## config.mk

```make
export PLATFORM = sky130hd
export DESIGN_NAME = double_ended_queue
export DESIGN_NICKNAME = d
export VERILOG_FILES = /design/src/sv/deq_pkg.sv /design/src/sv/double_ended_queue.sv /design/src/sv/deq_ram.sv /design/src/sv/deq_ctrl.sv /design/src/sv/deq_datapath.sv
export SDC_FILE = /design/constraint.sdc
export NUM_CORES = 1
export LEC_CHECK = 0
export BUFFER_PORTS_ARGS = -buffer_cell sky130_fd_sc_hd__buf_4
export CAP_MARGIN = 15
export CORE_ASPECT_RATIO = 0.5
export CORE_UTILIZATION = 62
export DETAILED_ROUTE_END_ITERATION = 6
export PLACE_DENSITY_LB_ADDON = 0.15
export SETUP_SLACK_MARGIN = 0.1
export SLEW_MARGIN = 15
export SYNTH_ARGS = -nofsm -noshare
export SYNTH_HDL_FRONTEND = slang
export SYNTH_SLANG_ARGS = --single-unit
export TNS_END_PERCENT = 100
```

## constraint.sdc

```tcl
create_clock -name clock -period 4.11 [get_ports clock]
set_clock_uncertainty 0.1 [all_clocks]
set_input_delay 0.6165 -clock clock [delete_from_list [all_inputs] [get_ports clock]]
set_output_delay 0.6165 -clock clock [all_outputs]
set_load 0.05 [all_outputs]
```

## src/sv/deq_pkg.sv

```systemverilog
// shared types and codes for the double ended queue
package deq_pkg;

   // fixed field widths
   localparam int OPCODE_WIDTH = 3;
   localparam int ERROR_WIDTH  = 2;

   // operation codes carried by a request transaction
   typedef enum logic [OPCODE_WIDTH-1:0] {
      OP_PUSH_BACK  = 3'd0,
      OP_PUSH_FRONT = 3'd1,
      OP_POP_FRONT  = 3'd2,
      OP_POP_BACK   = 3'd3,
      OP_CLEAR      = 3'd4,
      OP_NOP        = 3'd5
   } op_type;

   // error codes returned with every response transaction
   typedef enum logic [ERROR_WIDTH-1:0] {
      ERR_OK    = 2'd0,
      ERR_EMPTY = 2'd1,
      ERR_FULL  = 2'd2
   } err_type;

   // controller states
   typedef enum logic [1:0] {
      ST_IDLE,
      ST_READ,
      ST_RESP
   } state_type;

   // commands from the controller to the datapath
   typedef struct packed {
      logic accept;
      logic read;
   } dp_cmd_type;

endpackage

```

## src/sv/double_ended_queue.sv

```systemverilog
// double ended queue top level: controller, datapath and checks
//
// A bounded deque of DEPTH entries of DATA_WIDTH bits in a circular buffer.
// Each request transaction carries an opcode (push back, push front, pop
// front, pop back, clear, no-op; codes 6 and 7 act as no-op) and a value
// used only by the pushes. Exactly one response transaction follows each
// request, giving the error code (pop from empty, push into full), the front
// and back values (zero when empty), an empty flag and the count after the
// operation. A failed pop or push leaves the contents unchanged. One
// transaction is in flight at a time: accept, the registered read of the
// slot memory, then the response. The two read ports of the slot memory
// set the read state. No clearing pass is needed after reset.
module double_ended_queue
   import deq_pkg::*;
#(
   parameter int DEPTH      = 16,
   parameter int DATA_WIDTH = 8
) (
   input  logic                        clock,
   input  logic                        reset,
   input  logic                        req_valid,
   output logic                        req_ready,
   input  logic [OPCODE_WIDTH-1:0]     req_opcode,
   input  logic [DATA_WIDTH-1:0]       req_value,
   output logic                        rsp_valid,
   input  logic                        rsp_ready,
   output logic [ERROR_WIDTH-1:0]      rsp_error,
   output logic [DATA_WIDTH-1:0]       rsp_front_value,
   output logic [DATA_WIDTH-1:0]       rsp_back_value,
   output logic                        rsp_is_empty,
   output logic [$clog2(DEPTH+1)-1:0]  rsp_count
);

   localparam int CW = $clog2(DEPTH + 1);

   dp_cmd_type cmd;

   // handshake sequencing
   deq_ctrl u_ctrl (
      .clock     (clock),
      .reset     (reset),
      .req_valid (req_valid),
      .req_ready (req_ready),
      .rsp_valid (rsp_valid),
      .rsp_ready (rsp_ready),
      .cmd       (cmd)
   );

   // pointers, count and slot memory
   deq_datapath #(
      .DEPTH      (DEPTH),
      .DATA_WIDTH (DATA_WIDTH)
   ) u_datapath (
      .clock           (clock),
      .reset           (reset),
      .cmd             (cmd),
      .req_opcode      (req_opcode),
      .req_value       (req_value),
      .rsp_error       (rsp_error),
      .rsp_front_value (rsp_front_value),
      .rsp_back_value  (rsp_back_value),
      .rsp_is_empty    (rsp_is_empty),
      .rsp_count       (rsp_count)
   );

   // only one transaction in flight
   a_single_flight: assert property (@(posedge clock) disable iff (reset)
      !(req_ready && rsp_valid))
      else $error("request accepted while a response is pending");

   // response follows an accepted request after the memory read
   a_rsp_latency: assert property (@(posedge clock) disable iff (reset)
      (req_valid && req_ready) |-> ##2 rsp_valid)
      else $error("response not presented two cycles after accept");

   // count stays within the capacity
   a_count_bound: assert property (@(posedge clock) disable iff (reset)
      rsp_valid |-> (rsp_count <= CW'(DEPTH)))
      else $error("count exceeds capacity");

   // a rejected push only happens on a full deque
   a_full_error: assert property (@(posedge clock) disable iff (reset)
      (rsp_valid && rsp_error == ERR_FULL) |-> (rsp_count == CW'(DEPTH)))
      else $error("full error reported on a deque that is not full");

endmodule

```

## src/sv/deq_ram.sv

```systemverilog
// generic single write port ram with two registered read ports
module deq_ram #(
   parameter int WIDTH = 8,
   parameter int DEPTH = 16
) (
   input  logic                     clock,
   input  logic                     wr_en,
   input  logic [$clog2(DEPTH)-1:0] wr_addr,
   input  logic [WIDTH-1:0]         wr_data,
   input  logic                     rd_en,
   input  logic [$clog2(DEPTH)-1:0] rd_addr_a,
   input  logic [$clog2(DEPTH)-1:0] rd_addr_b,
   output logic [WIDTH-1:0]         rd_data_a,
   output logic [WIDTH-1:0]         rd_data_b
);

   logic [WIDTH-1:0] mem [DEPTH];
   logic [WIDTH-1:0] rd_data_a_ff;
   logic [WIDTH-1:0] rd_data_b_ff;

   // write port
   always_ff @(posedge clock) begin
      if (wr_en) begin
         mem[wr_addr] <= wr_data;
      end
   end

   // registered read ports
   always_ff @(posedge clock) begin
      if (rd_en) begin
         rd_data_a_ff <= mem[rd_addr_a];
         rd_data_b_ff <= mem[rd_addr_b];
      end
   end

   assign rd_data_a = rd_data_a_ff;
   assign rd_data_b = rd_data_b_ff;

endmodule

```

## src/sv/deq_ctrl.sv

```systemverilog
// controller state machine for the double ended queue
module deq_ctrl
   import deq_pkg::*;
(
   input  logic       clock,
   input  logic       reset,
   input  logic       req_valid,
   output logic       req_ready,
   output logic       rsp_valid,
   input  logic       rsp_ready,
   output dp_cmd_type cmd
);

   state_type state_ff;
   state_type state_in;

   // state register
   always_ff @(posedge clock) begin
      if (reset) begin
         state_ff <= ST_IDLE;
      end else begin
         state_ff <= state_in;
      end
   end

   // next state and handshake outputs
   always_comb begin
      state_in   = state_ff;
      req_ready  = 1'b0;
      rsp_valid  = 1'b0;
      cmd.accept = 1'b0;
      cmd.read   = 1'b0;
      unique case (state_ff)
         ST_IDLE: begin
            req_ready = 1'b1;
            if (req_valid) begin
               cmd.accept = 1'b1;
               state_in   = ST_READ;
            end
         end
         ST_READ: begin
            cmd.read = 1'b1;
            state_in = ST_RESP;
         end
         ST_RESP: begin
            rsp_valid = 1'b1;
            if (rsp_ready) begin
               state_in = ST_IDLE;
            end
         end
         default: begin
            state_in = ST_IDLE;
         end
      endcase
   end

endmodule

```

## src/sv/deq_datapath.sv

```systemverilog
// pointer, count and slot storage datapath of the double ended queue
module deq_datapath
   import deq_pkg::*;
#(
   parameter int DEPTH      = 16,
   parameter int DATA_WIDTH = 8
) (
   input  logic                         clock,
   input  logic                         reset,
   input  dp_cmd_type                   cmd,
   input  logic [OPCODE_WIDTH-1:0]      req_opcode,
   input  logic [DATA_WIDTH-1:0]        req_value,
   output logic [ERROR_WIDTH-1:0]       rsp_error,
   output logic [DATA_WIDTH-1:0]        rsp_front_value,
   output logic [DATA_WIDTH-1:0]        rsp_back_value,
   output logic                         rsp_is_empty,
   output logic [$clog2(DEPTH+1)-1:0]   rsp_count
);

   localparam int AW = $clog2(DEPTH);
   localparam int CW = $clog2(DEPTH + 1);
   localparam int SW = AW + 1;

   logic [AW-1:0]          head_ff;
   logic [AW-1:0]          head_in;
   logic [CW-1:0]          count_ff;
   logic [CW-1:0]          count_in;
   logic [ERROR_WIDTH-1:0] err_ff;
   logic [ERROR_WIDTH-1:0] err_in;

   logic                   full;
   logic                   empty;
   logic [AW-1:0]          head_dec;
   logic [AW-1:0]          head_inc;
   logic [SW-1:0]          tail_sum;
   logic [AW-1:0]          tail_idx;
   logic [SW-1:0]          back_sum;
   logic [AW-1:0]          back_idx;
   logic                   wr_en;
   logic [AW-1:0]          wr_addr;
   logic [DATA_WIDTH-1:0]  rd_front;
   logic [DATA_WIDTH-1:0]  rd_back;

   assign full  = (count_ff == CW'(DEPTH));
   assign empty = (count_ff == '0);

   // circular index arithmetic
   assign head_dec = (head_ff == '0) ? AW'(DEPTH - 1) : head_ff - AW'(1);
   assign head_inc = (head_ff == AW'(DEPTH - 1)) ? '0 : head_ff + AW'(1);

   assign tail_sum = {1'b0, head_ff} + SW'(count_ff);
   assign tail_idx = (tail_sum >= SW'(DEPTH)) ? AW'(tail_sum - SW'(DEPTH))
                                              : AW'(tail_sum);

   // back slot sits one below the tail, head itself when empty
   always_comb begin
      back_sum = {1'b0, head_ff};
      if (!empty) begin
         back_sum = tail_sum - SW'(1);
      end
   end
   assign back_idx = (back_sum >= SW'(DEPTH)) ? AW'(back_sum - SW'(DEPTH))
                                              : AW'(back_sum);

   // operation decode
   always_comb begin
      head_in  = head_ff;
      count_in = count_ff;
      err_in   = ERR_OK;
      wr_en    = 1'b0;
      wr_addr  = tail_idx;
      unique case (req_opcode)
         OP_PUSH_BACK: begin
            if (full) begin
               err_in = ERR_FULL;
            end else begin
               wr_en    = 1'b1;
               count_in = count_ff + CW'(1);
            end
         end
         OP_PUSH_FRONT: begin
            wr_addr = head_dec;
            if (full) begin
               err_in = ERR_FULL;
            end else begin
               wr_en    = 1'b1;
               head_in  = head_dec;
               count_in = count_ff + CW'(1);
            end
         end
         OP_POP_FRONT: begin
            if (empty) begin
               err_in = ERR_EMPTY;
            end else begin
               head_in  = head_inc;
               count_in = count_ff - CW'(1);
            end
         end
         OP_POP_BACK: begin
            if (empty) begin
               err_in = ERR_EMPTY;
            end else begin
               count_in = count_ff - CW'(1);
            end
         end
         OP_CLEAR: begin
            head_in  = '0;
            count_in = '0;
         end
         default: begin
            head_in = head_ff;
         end
      endcase
   end

   // pointer and count registers
   always_ff @(posedge clock) begin
      if (reset) begin
         head_ff  <= '0;
         count_ff <= '0;
      end else if (cmd.accept) begin
         head_ff  <= head_in;
         count_ff <= count_in;
      end
   end

   // error code of the current transaction
   always_ff @(posedge clock) begin
      if (cmd.accept) begin
         err_ff <= err_in;
      end
   end

   // slot storage, written on an accepted push and read once per transaction
   deq_ram #(
      .WIDTH (DATA_WIDTH),
      .DEPTH (DEPTH)
   ) u_slots (
      .clock     (clock),
      .wr_en     (cmd.accept & wr_en),
      .wr_addr   (wr_addr),
      .wr_data   (req_value),
      .rd_en     (cmd.read),
      .rd_addr_a (head_ff),
      .rd_addr_b (back_idx),
      .rd_data_a (rd_front),
      .rd_data_b (rd_back)
   );

   // response fields
   assign rsp_error       = err_ff;
   assign rsp_front_value = empty ? '0 : rd_front;
   assign rsp_back_value  = empty ? '0 : rd_back;
   assign rsp_is_empty    = empty;
   assign rsp_count       = count_ff;

endmodule

```

==> flow_metrics.env <==
export IMPL_r2r_slack_ns=0.36
export IMPL_outcome="finished, violations left"
export IMPL_finalHoldViolCount=0
export IMPL_syn_area_um2=8020
export IMPL_criticalPathCategory="flip-flop to flip-flop"
export IMPL_cts_buffer_depth=2
export IMPL_ant_nets=0
export IMPL_tightest_slew_ns=1.24
export IMPL_wl_per_cell_um=25.8
export IMPL_synthArstFlopShare=0
export IMPL_worst_ep_required_time_ns=4.05
export IMPL_p_leak_nw=3.20
export IMPL_synth_warnings=0
export IMPL_global_route_usage_met1=0.462
export IMPL_postSynthCellCount=604
export IMPL_slew_headroom=0.169
export IMPL_syn_nets=630
export IMPL_rsz0062_at_grt="false"
export IMPL_path_clk_slew_ns=0.07
export IMPL_cts_setup_buffers=0
export IMPL_antennaDiodeCount=0
export IMPL_cts_tree="yes"
export IMPL_dpl_hpwl_um=14100
export IMPL_final_util=0.757
export IMPL_fp_dieH_um=82.4
export IMPL_viasPerCell=7.00
export IMPL_cap_violations=0
export IMPL_rows=28
export IMPL_hold_ws_ns=0.350
export IMPL_numPortBuffers=40
export IMPL_use_met3=0.0919
export IMPL_yosysTopAreaCellShare=0.547
export IMPL_power_per_cell_area_nw_per_um2=474
export IMPL_design_portCount=41
export IMPL_core_um2=12200
export IMPL_numCtsBuffers=17
export IMPL_syn_avg_cell_area_um2=13.3
export IMPL_setup_viol=0
export IMPL_clock_root_buffer="clkbuf_16"
export IMPL_fin_crit_ns=3.75
export IMPL_busiest_layer="met2"
export IMPL_synth_most_common_cell="edfxtp_1"
export IMPL_synthToLayoutAreaGrowth_pct=15.1
export IMPL_synth_edf_count=146
export IMPL_cp_start_kind="flip-flop"
export IMPL_fp_dieW_um=163
export IMPL_fillers=759
export IMPL_yosys_area_top_type="edfxtp_1"
export IMPL_holdPathEnd="u_datapath.rsp_count[1]"
export IMPL_final_area_um2=9230
export IMPL_grt_max_degree=39
export IMPL_clkLatencyLatePin_ns=0.43
export IMPL_tns_ns=0
export IMPL_irDropWorstVdd_v=0.000291
export IMPL_drive_gt1_frac=0.240
export IMPL_hold_depth=2
export IMPL_synth_cell_types=61
export IMPL_vias=5870
export IMPL_gr_total_overflow=0
export IMPL_route_detailed_drc=10
export IMPL_htree_levels=4
export IMPL_crit_fanout=8
export IMPL_synth_ff_type="edfxtp_1"
export IMPL_reg2reg_to="u_datapath.u_slots.mem[14][4]"
export IMPL_fin_nets=687
export IMPL_cp_arrival_ns=3.69
export IMPL_gp_congestion=0.926
export IMPL_ys_ff_latch=157
export IMPL_wl_um=21700
export IMPL_reg2regPathDepth=8
export IMPL_drt_initial_drc_count=839
export IMPL_dr_pass1_iters=7
export IMPL_grt_use_total=0.342
export IMPL_use_met2=0.528
export IMPL_hold_path_class="input port to flip-flop"
export IMPL_netlist_top_cells_count="edfxtp_1, nand2_1, nor2_1"
export IMPL_pre_cts_slack_ns=0.212
export IMPL_finalCritPeriodShare=0.913
export IMPL_worst_slack_ns=0.359
export IMPL_max_freq_ghz=0.267
export IMPL_endpoint_kind="flip-flop"
export IMPL_hp_start="reset"
export IMPL_yosysSeqAreaShare=0.574
export IMPL_dpl_cell_area_um2=8590
export IMPL_r2r_start="u_datapath.rsp_count[1]"
export IMPL_grt_pass1_vias=5648
export IMPL_cts_num_sinks=157
export IMPL_drv_slew=0
export IMPL_initial_utilization=0.658
export IMPL_synth_area_leaders="edfxtp_1, mux4_2, mux2i_1, dfxtp_1, nand2_1"
export IMPL_violations="design-rule violations"
export IMPL_antenna_found_initial=0
export IMPL_grt_pass1_wl_um=32200
export IMPL_design_die_area_um2=13400
cells in the final DEF (no fill, tap or decap), types with 13 or more instances in the layout:
cell type / n
a21oi_1: 29
and2_1: 16
nand2_1: 57
edfxtp_1: 146
buf_4: 71
mux4_2: 40
inv_1: 13
o21ai_0: 20
nand3_1: 20
clkbuf_16: 17
nor2_1: 51
mux2i_1: 29
what timing repair did:
action,CTS,global route
hold endpoints to repair,0,0
setup endpoints to repair,0,2
hold buffers,0,0
resized for setup,0,1
per-stage QoR:
| step | cells | total power [mW] |
|---|---|---|
| 3_5_place_dp | 807 | 2.71 |
| 3_3_place_gp | 807 | 2.69 |
| 4_1_cts | 839 | 4.35 |
| 5_1_grt | 839 | 4.49 |
| 6_report | 839 | 4.37 |
| 2_1_floorplan | 604 | 2.47 |
worst max-delay path by stage:
stage | cells past startpoint | endpoint | startpoint
floorplan | 9 | u_datapath.u_slots.rd_data_b[5] | u_datapath.rsp_count[0]
finish | 8 | u_datapath.u_slots.mem[14][4] | u_datapath.rsp_count[1]
global placement | 10 | u_datapath.u_slots.rd_data_b[0] | u_datapath.rsp_count[0]
detailed placement | 9 | u_datapath.u_slots.rd_data_b[0] | u_datapath.rsp_count[0]
global route | 9 | u_datapath.u_slots.rd_data_b[0] | u_datapath.rsp_count[0]
CTS | 9 | u_datapath.u_slots.rd_data_b[0] | u_datapath.rsp_count[0]
cell families (layout without fill, tap and decap cells):
group                    after synthesis  after routing  share of synthesized area
AND/OR/NAND/NOR                      185            185                      0.110
flip-flops                           157            157                      0.574
AO/OA/AOI/OAI                        122            122                      0.104
multiplexers                          73             73                      0.154
buffers and inverters                 47            117                     0.0286
adder cells (fa/ha/maj)               11             11                     0.0190
XOR/XNOR                               9              9                    0.00983
state kept, by name (all words and copies together), names as in the netlist:
signal	cells
u_ctrl.state_ff	2
u_datapath.head_ff	4
u_datapath.rsp_count	5
u_datapath.rsp_error	2
u_datapath.u_slots.mem	128
u_datapath.u_slots.rd_data_a	8
u_datapath.u_slots.rd_data_b	8
layer usage:
layer  up-vias  share of wire
met3        92           0.13
met4         0          0.039
met1      2816           0.38
met5         -              0
met2       480           0.45
li1       2482              -
layout make-up:
type | instances | area [um^2] | area share
sequential | 157 | 4610 | 0.499
multi-input combinational | 400 | 3200 | 0.347
timing repair buffer | 71 | 533 | 0.0578
clock buffer | 17 | 425 | 0.0461
tap | 165 | 206 | 0.0224
clock inverter | 15 | 199 | 0.0216
inverter | 14 | 52.6 | 0.00569
report_power, final:
part	switching, mW	total (mW)	internal [mW]
logic	0.575	0.903	0.328
registers	0.0187	1.81	1.79
clock network	0.732	1.66	0.930
critical path, cell delays in order (launching register included):
cell      delay (ns)
dfxtp_1         0.57
ha_1            0.32
a211oi_1        0.39
nor2_1          0.10
nor3_1          0.26
a211o_1         0.13
o21ai_0         0.22
nand2b_1        0.30
nor2_1          0.97
Power figures use the tool's default switching activity.
